$ cat config.mk
export PLATFORM = sky130hd
export DESIGN_NAME = adts_to_rtp_packetizer
export DESIGN_NICKNAME = d
export VERILOG_FILES = /design/src/rtl/core/atrp_pkg.sv /design/src/rtl/core/adts_to_rtp_packetizer.sv /design/src/rtl/core/atrp_front.sv /design/src/rtl/core/atrp_queue.sv /design/src/rtl/core/atrp_back.sv
export SDC_FILE = /design/constraint.sdc
export NUM_CORES = 1
export LEC_CHECK = 0
export ABC_AREA = 1
export BUFFER_PORTS_ARGS = -buffer_cell sky130_fd_sc_hd__buf_2
export CORE_MARGIN = 5
export CORE_UTILIZATION = 45
export CTS_CLUSTER_SIZE = 16
export DETAILED_ROUTE_END_ITERATION = 7
export HOLD_SLACK_MARGIN = 0.05
export MAX_ROUTING_LAYER = met4
export SETUP_SLACK_MARGIN = 0.15
export SLEW_MARGIN = 30
export SYNTH_ARGS = -nofsm -noshare
export SYNTH_HDL_FRONTEND = slang
export SYNTH_SLANG_ARGS = --single-unit
export TNS_END_PERCENT = 5
$ cat constraint.sdc
create_clock -name i_clk -period 5.54 [get_ports i_clk]
set_clock_uncertainty 0.15 [all_clocks]
set_input_delay 0.554 -clock i_clk [delete_from_list [all_inputs] [get_ports i_clk]]
set_output_delay 0.554 -clock i_clk [all_outputs]
set_load 0.05 [all_outputs]
$ cat src/rtl/core/atrp_pkg.sv
// Shared types and constants for the ADTS to RTP packetizer.
// Used by the front, the command queue, the back end and the top level.
`timescale 1ns / 1ps

package atrp_pkg;

    localparam int FL_W     = 13;  // ADTS frame length width
    localparam int HDR_LEN  = 7;   // ADTS header bytes
    localparam int Q_DEPTH  = 4;
    localparam int Q_AW     = 2;

    localparam logic [7:0] RTP_BYTE0 = 8'h80;  // version 2, no padding/extension/CSRC
    localparam logic [7:0] SYNC_HI   = 8'hFF;
    localparam logic [3:0] SYNC_LO   = 4'hF;

    // Configuration register indexes
    localparam logic CFG_PAYLOAD_TYPE = 1'b0;
    localparam logic CFG_TS_STEP      = 1'b1;

    // Header byte indexes that the back end emits after the first byte
    localparam logic [3:0] IDX_LEN0 = 4'd12;
    localparam logic [3:0] IDX_LEN1 = 4'd13;

    typedef enum logic [1:0] {
        K_BYTE = 2'd0,  // forward one payload byte
        K_HDR  = 2'd1,  // emit an RTP header and length bytes
        K_ERR  = 2'd2   // emit one error result
    } t_kind;

    typedef struct packed {
        t_kind           kind;
        logic [7:0]      data;
        logic            last;
        logic [FL_W-1:0] plen;
    } t_cmd;

endpackage

$ cat src/rtl/core/adts_to_rtp_packetizer.sv
// Top level of the ADTS AAC to RTP packetizer: configuration registers and wiring.
// Depends on atrp_pkg, atrp_front, atrp_queue and atrp_back.
//
//  Channel   Valid           Stall           Payload
//  -------   -------------   -------------   -------------------------------------------
//  input     i_in_valid      o_in_stall      i_in_byte
//  output    o_out_valid     i_out_stall     o_out_byte, o_packet_end, o_sync_error
//  config    i_cfg_we        (none)          i_cfg_idx, i_cfg_wdata
//
// Payload bytes pass at one transfer per cycle while no stall or header holds them.
// Each valid ADTS header expands into 13 or 14 output bytes that the back end's header
// sequencer emits one per unstalled cycle; input stalls once the four-entry queue fills.
// Reset is synchronous and active low; it clears all counters and restores the
// register defaults (payload type 97, timestamp step 6000).
// Either side may stall at any time; the queue and output register hold their data.
`timescale 1ns / 1ps

module adts_to_rtp_packetizer #(
    parameter int CHUNK = 255
) (
    input  logic        i_clk,
    input  logic        i_rst_n,
    // Configuration write port
    input  logic        i_cfg_we,
    input  logic        i_cfg_idx,
    input  logic [31:0] i_cfg_wdata,
    // ADTS byte stream in
    input  logic        i_in_valid,
    output logic        o_in_stall,
    input  logic [7:0]  i_in_byte,
    // RTP byte stream out
    output logic        o_out_valid,
    input  logic        i_out_stall,
    output logic [7:0]  o_out_byte,
    output logic        o_packet_end,
    output logic        o_sync_error
);
    import atrp_pkg::*;

    logic [6:0]  r_payload_type;
    logic [31:0] r_ts_step;

    logic        in_accept;
    logic        f_push;
    t_cmd        f_cmd;
    logic        q_valid;
    logic        q_full;
    t_cmd        q_cmd;
    logic        b_pop;

    // The user must write the registers only while the block is idle; the block does not
    // enforce this. The back end reads them directly when it builds a header.
    always_ff @(posedge i_clk) begin
        if (!i_rst_n) begin
            r_payload_type <= 7'd97;
            r_ts_step      <= 32'd6000;
        end else if (i_cfg_we) begin
            unique case (i_cfg_idx)
                CFG_PAYLOAD_TYPE: r_payload_type <= i_cfg_wdata[6:0];
                CFG_TS_STEP:      r_ts_step      <= i_cfg_wdata;
                default:          r_ts_step      <= r_ts_step;
            endcase
        end
    end

    // Every accepted byte produces at most one queue entry, so a free slot is all
    // the front needs to take a transfer.
    assign o_in_stall = q_full;
    assign in_accept  = i_in_valid && !q_full;

    atrp_front u_front (
        .i_clk    (i_clk),
        .i_rst_n  (i_rst_n),
        .i_accept (in_accept),
        .i_byte   (i_in_byte),
        .o_push   (f_push),
        .o_cmd    (f_cmd)
    );

    atrp_queue u_queue (
        .i_clk   (i_clk),
        .i_rst_n (i_rst_n),
        .i_push  (f_push),
        .i_cmd   (f_cmd),
        .i_pop   (b_pop),
        .o_valid (q_valid),
        .o_full  (q_full),
        .o_cmd   (q_cmd)
    );

    atrp_back #(
        .CHUNK (CHUNK)
    ) u_back (
        .i_clk          (i_clk),
        .i_rst_n        (i_rst_n),
        .i_q_valid      (q_valid),
        .i_q_cmd        (q_cmd),
        .o_pop          (b_pop),
        .i_payload_type (r_payload_type),
        .i_ts_step      (r_ts_step),
        .o_valid        (o_out_valid),
        .i_stall        (i_out_stall),
        .o_byte         (o_out_byte),
        .o_end          (o_packet_end),
        .o_err          (o_sync_error)
    );

endmodule

$ cat src/rtl/core/atrp_front.sv
// Front end: collects the ADTS header, checks it and classifies every input byte.
// Depends on atrp_pkg; pushes t_cmd entries into the command queue.
`timescale 1ns / 1ps

module atrp_front (
    input  logic                i_clk,
    input  logic                i_rst_n,
    input  logic                i_accept,
    input  logic [7:0]          i_byte,
    output logic                o_push,
    output atrp_pkg::t_cmd      o_cmd
);
    import atrp_pkg::*;

    typedef enum logic [1:0] {
        PH_HUNT    = 2'b01,
        PH_PAYLOAD = 2'b10
    } t_phase;

    t_phase          r_phase, n_phase;
    logic [2:0]      r_hpos, n_hpos;
    logic [FL_W-1:0] r_bpos, n_bpos;
    logic [FL_W-1:0] r_plen, n_plen;
    logic [7:0]      r_hs [HDR_LEN-1];

    logic [FL_W-1:0] frame_len;
    logic [FL_W-1:0] bpos_inc;
    logic            hdr_bad;

    assign frame_len = {r_hs[3][1:0], r_hs[4], r_hs[5][7:5]};
    assign hdr_bad   = (r_hs[0] != SYNC_HI) || (r_hs[1][7:4] != SYNC_LO)
                       || (frame_len < FL_W'(HDR_LEN));
    assign bpos_inc  = r_bpos + FL_W'(1);

    always_comb begin
        n_phase = r_phase;
        n_hpos  = r_hpos;
        n_bpos  = r_bpos;
        n_plen  = r_plen;
        o_push  = 1'b0;
        o_cmd   = '0;
        if (i_accept) begin
            unique case (r_phase)
                PH_PAYLOAD: begin
                    o_push     = 1'b1;
                    o_cmd.kind = K_BYTE;
                    o_cmd.data = i_byte;
                    o_cmd.last = (bpos_inc >= r_plen);
                    if (bpos_inc >= r_plen) begin
                        n_phase = PH_HUNT;
                        n_bpos  = '0;
                    end else begin
                        n_bpos = bpos_inc;
                    end
                end
                PH_HUNT: begin
                    if (r_hpos != 3'(HDR_LEN - 1)) begin
                        n_hpos = r_hpos + 3'd1;
                    end else begin
                        n_hpos = '0;
                        o_push = 1'b1;
                        if (hdr_bad) begin
                            o_cmd.kind = K_ERR;
                        end else begin
                            o_cmd.kind = K_HDR;
                            o_cmd.plen = frame_len - FL_W'(HDR_LEN);
                            n_plen     = frame_len - FL_W'(HDR_LEN);
                            n_bpos     = '0;
                            if (frame_len != FL_W'(HDR_LEN)) begin
                                n_phase = PH_PAYLOAD;
                            end
                        end
                    end
                end
                default: begin
                    n_phase = PH_HUNT;
                end
            endcase
        end
    end

    always_ff @(posedge i_clk) begin
        if (!i_rst_n) begin
            r_phase <= PH_HUNT;
            r_hpos  <= '0;
            r_bpos  <= '0;
            r_plen  <= '0;
        end else begin
            r_phase <= n_phase;
            r_hpos  <= n_hpos;
            r_bpos  <= n_bpos;
            r_plen  <= n_plen;
        end
    end

    // Header bytes; the seventh carries nothing the block needs and is not stored.
    always_ff @(posedge i_clk) begin
        if (i_accept && (r_phase == PH_HUNT) && (r_hpos != 3'(HDR_LEN - 1))) begin
            r_hs[r_hpos] <= i_byte;
        end
    end

endmodule

$ cat src/rtl/core/atrp_queue.sv
// Small command queue between the front and the back end.
// Depends on atrp_pkg for the t_cmd entry type and the depth.
`timescale 1ns / 1ps

module atrp_queue (
    input  logic                i_clk,
    input  logic                i_rst_n,
    input  logic                i_push,
    input  atrp_pkg::t_cmd      i_cmd,
    input  logic                i_pop,
    output logic                o_valid,
    output logic                o_full,
    output atrp_pkg::t_cmd      o_cmd
);
    import atrp_pkg::*;

    t_cmd            r_mem [Q_DEPTH];
    logic [Q_AW-1:0] r_wp, r_rp;
    logic [Q_AW:0]   r_cnt;

    assign o_valid = (r_cnt != '0);
    assign o_full  = (r_cnt == (Q_AW+1)'(Q_DEPTH));
    assign o_cmd   = r_mem[r_rp];

    always_ff @(posedge i_clk) begin
        if (!i_rst_n) begin
            r_wp  <= '0;
            r_rp  <= '0;
            r_cnt <= '0;
        end else begin
            if (i_push) begin
                r_wp <= r_wp + Q_AW'(1);
            end
            if (i_pop) begin
                r_rp <= r_rp + Q_AW'(1);
            end
            if (i_push && !i_pop) begin
                r_cnt <= r_cnt + (Q_AW+1)'(1);
            end else if (!i_push && i_pop) begin
                r_cnt <= r_cnt - (Q_AW+1)'(1);
            end
        end
    end

    always_ff @(posedge i_clk) begin
        if (i_push) begin
            r_mem[r_wp] <= i_cmd;
        end
    end

endmodule

$ cat src/rtl/core/atrp_back.sv
// Back end: carries out queued commands, builds RTP headers, owns the output register.
// Depends on atrp_pkg; keeps sequence number, timestamp and frame count.
`timescale 1ns / 1ps

module atrp_back #(
    parameter int CHUNK = 255
) (
    input  logic                i_clk,
    input  logic                i_rst_n,
    input  logic                i_q_valid,
    input  atrp_pkg::t_cmd      i_q_cmd,
    output logic                o_pop,
    input  logic [6:0]          i_payload_type,
    input  logic [31:0]         i_ts_step,
    output logic                o_valid,
    input  logic                i_stall,
    output logic [7:0]          o_byte,
    output logic                o_end,
    output logic                o_err
);
    import atrp_pkg::*;

    // plen mod CHUNK via reciprocal multiply plus one correction step.
    localparam int RS    = 21;
    localparam int RM    = (1 << RS) / CHUNK;
    localparam int RM_W  = RS + 1;
    localparam int PR_W  = FL_W + RM_W;

    logic            out_free;
    logic            r_active;
    logic [3:0]      r_idx;
    logic [FL_W-1:0] r_plen;
    logic [15:0]     r_seq;
    logic [31:0]     r_ts;
    logic [31:0]     r_fc;
    logic [FL_W-1:0] r_q;
    logic [7:0]      r_mod;

    logic            r_ovalid;
    logic [7:0]      r_obyte;
    logic            r_oend;
    logic            r_oerr;

    logic [PR_W-1:0] prod;
    logic [FL_W-1:0] rem_raw;
    logic            is_long;
    logic [3:0]      last_idx;
    logic [7:0]      hdr_byte;

    assign out_free = !r_ovalid || !i_stall;
    assign o_pop    = out_free && !r_active && i_q_valid;
    assign is_long  = (r_plen > FL_W'(CHUNK));
    assign last_idx = is_long ? IDX_LEN1 : IDX_LEN0;

    assign prod    = PR_W'(r_plen) * PR_W'(RM);
    assign rem_raw = r_plen - FL_W'(r_q * FL_W'(CHUNK));

    always_ff @(posedge i_clk) begin
        r_q   <= prod[RS +: FL_W];
        r_mod <= (rem_raw >= FL_W'(CHUNK)) ? 8'(rem_raw - FL_W'(CHUNK)) : rem_raw[7:0];
    end

    always_comb begin
        unique case (r_idx)
            4'd1:    hdr_byte = {1'b0, i_payload_type};
            4'd2:    hdr_byte = r_seq[15:8];
            4'd3:    hdr_byte = r_seq[7:0];
            4'd4:    hdr_byte = r_ts[31:24];
            4'd5:    hdr_byte = r_ts[23:16];
            4'd6:    hdr_byte = r_ts[15:8];
            4'd7:    hdr_byte = r_ts[7:0];
            4'd8:    hdr_byte = r_fc[31:24];
            4'd9:    hdr_byte = r_fc[23:16];
            4'd10:   hdr_byte = r_fc[15:8];
            4'd11:   hdr_byte = r_fc[7:0];
            4'd12:   hdr_byte = is_long ? 8'(CHUNK) : r_plen[7:0];
            4'd13:   hdr_byte = r_mod;
            default: hdr_byte = RTP_BYTE0;
        endcase
    end

    always_ff @(posedge i_clk) begin
        if (!i_rst_n) begin
            r_ovalid <= 1'b0;
            r_active <= 1'b0;
            r_idx    <= '0;
            r_seq    <= '0;
            r_ts     <= '0;
            r_fc     <= '0;
        end else if (out_free) begin
            if (r_active) begin
                r_ovalid <= 1'b1;
                r_idx    <= r_idx + 4'd1;
                if (r_idx == last_idx) begin
                    r_active <= 1'b0;
                    r_seq    <= r_seq + 16'd1;
                    r_fc     <= r_fc + 32'd1;
                end
            end else if (i_q_valid) begin
                r_ovalid <= 1'b1;
                if (i_q_cmd.kind == K_HDR) begin
                    r_active <= 1'b1;
                    r_idx    <= 4'd1;
                    r_ts     <= r_ts + i_ts_step;
                end
            end else begin
                r_ovalid <= 1'b0;
            end
        end
    end

    always_ff @(posedge i_clk) begin
        if (o_pop && (i_q_cmd.kind == K_HDR)) begin
            r_plen <= i_q_cmd.plen;
        end
        if (out_free) begin
            if (r_active) begin
                r_obyte <= hdr_byte;
                r_oend  <= (r_idx == IDX_LEN0) && (r_plen == '0);
                r_oerr  <= 1'b0;
            end else begin
                unique case (i_q_cmd.kind)
                    K_BYTE: begin
                        r_obyte <= i_q_cmd.data;
                        r_oend  <= i_q_cmd.last;
                        r_oerr  <= 1'b0;
                    end
                    K_HDR: begin
                        r_obyte <= RTP_BYTE0;
                        r_oend  <= 1'b0;
                        r_oerr  <= 1'b0;
                    end
                    default: begin
                        r_obyte <= 8'd0;
                        r_oend  <= 1'b0;
                        r_oerr  <= 1'b1;
                    end
                endcase
            end
        end
    end

    assign o_valid = r_ovalid;
    assign o_byte  = r_obyte;
    assign o_end   = r_oend;
    assign o_err   = r_oerr;

endmodule
==> impl_results.md, run 1 <==
- Status: completed
- First-pass GRT wire length: 83.2 mm
- Period Utilization, post-route: 0.877
- Antenna diodes: 0
- Final #Nets: 2,662
- Die area: 45,900 sq um
- Critical path class: reg2reg
- Vias in the first global route: 15,500
- Endpoint, Worst Hold: r_ts_step[9]
- Worst R2R Setup Slack: 0.68 ns
- Max Freq: 0.206 GHz
- I/O Buffers: 57
- Initial core utilization: 0.457
- Final ANT Viol Nets: 0
- Register area share after synthesis: 0.421
- Synthesized area: 18,800 sq um
- Family with the most delay on the worst path: adder cells
- Avg WL per Cell: 17.1 um
- FF-to-FF End: u_back.r_mod[4]
- Min Tclk post-route: 4.86 ns
- FF-to-FF path depth: 21
- Synth Register Bits: 323
- Overall routed net length: 52.2 mm
- Initial antenna violation count: 0
- RSZ-0062 raised after global routing: no
- Setup TNS Final: 0 ns
- Clock transition at the registers of the reported paths: 0.06 ns
- DPL Wire Length: 39.2 mm
- Util after Layout: 0.506
- Drt drc: 0
- Max_slew headroom: 0.422
- Die Y: 214 um
- Syn_nets: 2,610
- Worst slew pin tran: 0.867 ns
- Worst hold stages: 3
- CTS buffer count: 37
- Placeable core region: 41,100 sq um
- Worst-path maximum fanout: 9
- Startpoint Class: flop
- CP Cell Sequence: inv_1 > fa_1 > inv_1 > fa_1 > inv_1 > fa_1 > inv_1 > fa_1 > ha_1 > nand2_1 > nand2_1 > a21oi_1 > nand3_1 > nand2_1 > nand2_1 > nor2_1 > nand2_1 > nor2_4 > nand2_4 > nand2_1 > nand2_1
- Synth unique cells: 52
- Number of synthesized flops with an enable pin: 144
- Clk sink count: 323
- Worst EP required: 5.84 ns
- Worst hold-check path type: in2reg
- Arr. time, crit path: 5.16 ns
- GRT overflow: 0
- Final count of negative-setup-slack endpoints: 0
- Average size of a mapped cell: 7.71 sq um
- Die W: 214 um
- Largest net degree at the start of global routing: 68
- Fraction of layout cells with a size suffix above 1: 0.0620
- Number of DRC markers in iteration 0: 1,323
- Mapped Cells: 2,438
- FILL cells: 4,078
- Hold Startpoint: i_cfg_wdata[9]
- Rows: 74
- Critical R2R Launch: u_back.r_q[4]
- Synth Warn #: 0
- Max Cap Viol: 0
- Hold Vio Cnt, Final: 0
- Synthesis-to-finish area growth: 10.7%
- Ports: 58
- Crit. End Element: flop
- CTS Buffer Depth: 3
- CTS Root Cell: clkbuf_16
- Max-slew violations: 0
- Routed vias/inst: 5.30
- Total track usage: 0.229
- Fraction of registers with async set/reset: 0
- First drt pass iteration count: 5
- Gpl congestion: 0.961
- Buffer and inverter count on the worst path: 4
- H-tree levels: 2
- TritonCTS clock tree: done
- CP max-delay cell: fa_1
- Clock Latency Late Sink: 0.57 ns
- Ys flop type: dfxtp_1
- CP most frequent cell: nand2_1
- CP peak stage delay: 0.70 ns
- Via count: 16,100
[logic make-up after synthesis]
logic type,after synthesis,share of synthesized area
buf+inv,406,0.0846
compound gates,403,0.119
fa+ha+maj,126,0.0939
simple gates,1115,0.251
flops,323,0.421
xor+xnor,65,0.0303
[per-layer routing]
layer,part of all wire,track usage
met2,0.46,0.371
met5,0,-
met3,0.054,0.0342
met4,0.030,0.0706
met1,0.45,0.299
[registers in the layout, summed over array words and instances (netlist names), 4 cells and up, named ones only]
register and cells:
u_front.r_hs 25, u_front.r_bpos 13, u_back.r_seq 16, u_back.r_ts 32, r_payload_type 7, u_back.r_plen 13, r_ts_step 32, u_back.r_q 6
u_back.r_fc 32, u_back.o_byte 8, u_back.r_idx 4, u_back.r_mod 8, u_front.r_plen 13, u_queue.r_mem 96
[worst max path at each step]
stage / startpoint / to / slack (ns) / depth (start not counted)
2_1_floorplan: u_back.r_q[4] / u_back.r_mod[1] / 1.0 / 21
3_3_place_gp: u_back.r_q[4] / u_back.r_mod[6] / 0.65 / 21
3_5_place_dp: u_back.r_q[4] / u_back.r_mod[4] / 0.54 / 21
4_1_cts: u_back.r_q[4] / u_back.r_mod[4] / 0.50 / 21
5_1_grt: u_back.r_q[4] / u_back.r_mod[6] / 0.16 / 21
6_report: u_back.r_q[4] / u_back.r_mod[4] / 0.68 / 21
[timing repair]
item | 4_1_cts | 5_1_grt
endpoints found under the setup margin | 0 | 8
hold endpoints to repair | 8 | 0
hold buffers | 6 | 0
resized for setup | 0 | 1
buffers inserted | 0 | 0
[layout by cell type, fill, tap and decap left out, types with 7 or more instances in the layout]
| master | netlist | layout |
|---|---|---|
| a211oi_1 | 8 | 8 |
| a21oi_1 | 155 | 155 |
| a221oi_1 | 7 | 7 |
| buf_2 | 11 | 57 |
| buf_4 | 8 | 12 |
| clkbuf_1 | 37 | 7 |
| clkbuf_16 | 0 | 37 |
| clkinv_1 | 2 | 8 |
| clkinv_2 | 0 | 7 |
| dfxtp_1 | 179 | 179 |
| edfxtp_1 | 144 | 144 |
| fa_1 | 25 | 25 |
| ha_1 | 101 | 101 |
| inv_1 | 336 | 335 |
| inv_2 | 6 | 7 |
| nand2_1 | 550 | 550 |
| nand3_1 | 127 | 127 |
| nand4_1 | 34 | 34 |
| nor2_1 | 290 | 286 |
| nor2_4 | 4 | 8 |
| nor3_1 | 58 | 57 |
| nor4_1 | 17 | 17 |
| o21a_1 | 19 | 19 |
| o21ai_0 | 146 | 146 |
| o21bai_1 | 7 | 7 |
| o22ai_1 | 42 | 42 |
| or2_1 | 8 | 8 |
| xnor2_1 | 10 | 10 |
| xor2_1 | 55 | 55 |
[cell type report]
type / count / area [sq um] / area share
clock inverters: 19 / 214 / 0.0103
well taps: 532 / 666 / 0.0320
flip-flops and latches: 323 / 7910 / 0.380
repair buffers: 75 / 435 / 0.0209
inverters: 344 / 1290 / 0.0621
multi-input cells: 1709 / 9330 / 0.448
clock buffers: 45 / 966 / 0.0464
[synth_stat cells (3+ instances only)]
| cell type | count | share of area |
|---|---|---|
| nand2_1 | 550 | 0.11 |
| inv_1 | 336 | 0.067 |
| nor2_1 | 290 | 0.058 |
| dfxtp_1 | 179 | 0.19 |
| a21oi_1 | 155 | 0.041 |
| o21ai_0 | 146 | 0.039 |
| edfxtp_1 | 144 | 0.23 |
| nand3_1 | 127 | 0.034 |
| ha_1 | 101 | 0.067 |
| nor3_1 | 58 | 0.015 |
| xor2_1 | 55 | 0.026 |
| o22ai_1 | 42 | 0.014 |
| clkbuf_1 | 37 | 0.0074 |
| nand4_1 | 34 | 0.011 |
| fa_1 | 25 | 0.027 |
| o21a_1 | 19 | 0.0076 |
| nor4_1 | 17 | 0.0057 |
| buf_2 | 11 | 0.0029 |
| xnor2_1 | 10 | 0.0047 |
| a211oi_1 | 8 | 0.0032 |
| buf_4 | 8 | 0.0032 |
| or2_1 | 8 | 0.0027 |
| a221oi_1 | 7 | 0.0033 |
| o21bai_1 | 7 | 0.0028 |
| inv_2 | 6 | 0.0012 |
| nand3b_1 | 6 | 0.0024 |
| o211ai_1 | 6 | 0.0024 |
| nand2_2 | 4 | 0.0013 |
| nor2_4 | 4 | 0.0024 |
| or2_2 | 4 | 0.0013 |
| a31oi_1 | 3 | 0.0010 |
| buf_1 | 3 | 0.00060 |
| buf_6 | 3 | 0.0018 |
[worst min-delay path, stage by stage]
cell and delay (ns):
buf_2 0.07, nand2_1 0.05, nand3_1 0.07
[stage by stage]
stage / hold WS, ns / worst slack, ns / instances / instance area, sq um
final: 0.0762 / 0.679 / 3047 / 20800
after global placement: 0.303 / 0.647 / 2977 / 19600
after floorplan: 0.279 / 0.995 / 2438 / 18800
after CTS: 0.0561 / 0.500 / 3047 / 20800
after detailed placement: 0.307 / 0.538 / 2977 / 19600
after global routing: 0.0831 / 0.156 / 3047 / 20800
Power of run 1 is not shown: default switching activity piles up to over one toggle a cycle in this logic, so the estimate is an artifact.
==> run 2, diff against run 1 <==
--- a/config.mk
+++ b/config.mk
@@ -7,13 +7,18 @@
 export LEC_CHECK = 0
 export ABC_AREA = 1
 export BUFFER_PORTS_ARGS = -buffer_cell sky130_fd_sc_hd__buf_2
+export CAP_MARGIN = 10
+export CELL_PAD_IN_SITES_DETAIL_PLACEMENT = 1
+export CELL_PAD_IN_SITES_GLOBAL_PLACEMENT = 1
 export CORE_MARGIN = 5
 export CORE_UTILIZATION = 45
 export CTS_CLUSTER_SIZE = 16
 export DETAILED_ROUTE_END_ITERATION = 7
 export HOLD_SLACK_MARGIN = 0.05
 export MAX_ROUTING_LAYER = met4
+export PLACE_DENSITY_LB_ADDON = 0.1
 export SETUP_SLACK_MARGIN = 0.15
+export SKIP_LAST_GASP = 1
 export SLEW_MARGIN = 30
 export SYNTH_ARGS = -nofsm -noshare
 export SYNTH_HDL_FRONTEND = slang
==> run 2 against run 1 <==
Compared with the run above: routed wire length rose by 16%; die area did not move; critical path depth fell by 1; cell count rose by 0.23%; non-clock buffer count rose by 1; clock-buffer cell count did not move; cell area rose by 0.70%; sequential share of layout area fell by 0.27 points.
==> impl_results.md, run 2 (same netlist as run 1, synthesis figures left out) <==
- Hold Startpoint: i_in_byte[0] (was i_cfg_wdata[9])
- Multi-input combinational cell area: 9330 sq um (about the same)
- Arr. time, crit path: 5.20 ns (was 5.16 ns)
- CTS Root Cell: clkbuf_16 (unchanged)
- FILL cells: 5,102 (was 4,078)
- Post-CTS Setup Inserts: 0 (unchanged)
- H-tree levels: 2 (unchanged)
- Critical path class: reg2reg (unchanged)
- Final ANT Viol Nets: 0 (unchanged)
- Synthesis-to-finish area growth: 11.5% (was 10.7%)
- Vias in the first global route: 17,600 (was 15,500)
- Die Y: 214 um (unchanged)
- RSZ-0062 raised after global routing: no (unchanged)
- Max Cap Viol: 0 (unchanged)
- Worst EP required: 5.85 ns (was 5.84 ns)
- I/O Buffers: 57 (unchanged)
- Critical R2R Launch: u_back.r_q[4] (unchanged)
- Final #Nets: 2,664 (was 2,662)
- Drt drc: 0 (unchanged)
- TritonCTS clock tree: done (unchanged)
- Overall routed net length: 60.6 mm (was 52.2 mm)
- GRT overflow: 0 (unchanged)
- Total track usage: 0.268 (was 0.229)
- Status: completed (unchanged)
- Worst hold-check path type: in2reg (unchanged)
- Period Utilization, post-route: 0.882 (was 0.877)
- Clk sink count: 323 (unchanged)
- Final count of negative-setup-slack endpoints: 0 (unchanged)
- First drt pass iteration count: 5 (unchanged)
- Most frequent cells in the layout: 550 x nand2_1, 335 x inv_1, 286 x nor2_1 (unchanged)
- Worst slew pin tran: 0.950 ns (was 0.867 ns)
- Setup crit start: u_back.r_q[4] (unchanged)
- DPL Wire Length: 45.6 mm (was 39.2 mm)
- Avg WL per Cell: 19.9 um (was 17.1 um)
- Final non-filler cell total: 3,054 (was 3,047)
- Setup TNS Final: 0 ns (unchanged)
- Via count: 16,700 (was 16,100)
- Largest register FFs: 96 (unchanged)
- Max_slew headroom: 0.367 (was 0.422)
- CTS buffer count: 38 (was 37)
- Commonest non-fill, non-tap cell in the layout: nand2_1 (unchanged)
- Max-slew violations: 0 (unchanged)
- Die W: 214 um (unchanged)
- Placeable core region: 41,100 sq um (unchanged)
- Fin worst setup slack: 0.653 ns (was 0.679 ns)
- CTS Buffer Depth: 3 (unchanged)
- Pre-CTS setup slack: 0.459 ns (was 0.538 ns)
- Startpoint Class: flop (unchanged)
- Initial antenna violation count: 0 (unchanged)
- Ports: 58 (unchanged)
- Fraction of layout cells with a size suffix above 1: 0.0674 (was 0.0620)
- Die area: 45,900 sq um (unchanged)
- Hold Vio Cnt, Final: 0 (unchanged)
- Gpl congestion: 0.922 (was 0.961)
- Crit. End Element: flop (unchanged)
- Largest net degree at the start of global routing: 88 (was 68)
- FF/Latch Area: 7910 sq um (unchanged)
- Util after Layout: 0.510 (was 0.506)
- Antenna diodes: 0 (unchanged)
- Number of DRC markers in iteration 0: 960 (was 1,323)
- Rows: 74 (unchanged)
- Max Freq: 0.205 GHz (was 0.206 GHz)
- Largest Register: u_queue.r_mem (unchanged)
- Min Tclk post-route: 4.89 ns (was 4.86 ns)
- Clock transition at the registers of the reported paths: 0.06 ns (about the same)
- Worst-path maximum fanout: 9 (unchanged)
- Clock Latency Late Sink: 0.59 ns (was 0.57 ns)
- First-pass GRT wire length: 96.4 mm (was 83.2 mm)
- Initial core utilization: 0.457 (unchanged)
- Routed vias/inst: 5.48 (was 5.30)
- Dpl cells: 2,976 (was 2,977)
==> run 2: cell count changes in the layout (fill, tap and decap cells not counted), moves of 2 or more <==
| cell | delta |
|---|---|
| clkinv_4 | +2 |
| clkbuf_1 | -5 |
| buf_4 | -2 |
| clkinv_2 | +5 |
| dlygate4sd3_1 | +2 |
| clkinvlp_4 | +3 |
| clkbuf_8 | +4 |
| clkinv_1 | -4 |
==> run 2: timing repair <==
| action | in CTS | in global routing |
|---|---|---|
| hold buffers | 8 | 0 |
| hold endpoints to repair | 10 | 0 |
| gates resized for setup | 0 | 1 |
| setup endpoints to repair | 0 | 8 |
==> run 2: worst max-delay path, cell delays in order (launching register included) <==
cell and delay [ns]:
dfxtp_1 0.32, inv_1 0.11, fa_1 0.70, inv_1 0.15, fa_1 0.61, inv_1 0.09
fa_1 0.54, inv_1 0.06, fa_1 0.45, ha_1 0.38, nand2_1 0.12, nor2_1 0.17
nand2_1 0.11, nand2_1 0.07, nand2_1 0.04, nand2_1 0.09, nor2_1 0.07, a21oi_4 0.29
nand2_4 0.12, nand2_1 0.09, nand2_1 0.05
==> run 2: through the flow <==
step / cell area, sq um / hold WS, ns
3_5_place_dp: 19600 / 0.309
3_3_place_gp: 19600 / 0.302
2_1_floorplan: 18800 / 0.279
4_1_cts: 20900 / 0.0597
6_report: 21000 / 0.0750
5_1_grt: 21000 / 0.0609
==> run 2: layout make-up <==
type	count	area share
flip-flops and latches	323	0.377
inverters	344	0.0616
multi-input cells	1709	0.445
clock inverters	25	0.0133
repair buffers	76	0.0216
well taps	532	0.0318
clock buffers	45	0.0490
==> run 2: worst paths after layout <==
check / end / slack [ns] / cells past startpoint
hold reg to reg: u_front.r_plen[3] / 0.32 / 2
setup / recovery: u_back.r_mod[4] / 0.65 / 20
setup reg to reg: u_back.r_mod[4] / 0.65 / 20
hold / removal: u_front.r_hs[0][0] / 0.07 / 1
==> run 2: metal layers <==
layer | global-route usage | part of all wire | up-vias
met4 | 0.0631 | 0.022 | 0
li1 | - | - | 8121
met5 | - | 0 | -
met1 | 0.345 | 0.45 | 8168
met2 | 0.454 | 0.49 | 351
met3 | 0.0325 | 0.042 | 87
Power of run 2 is left out for the same reason.
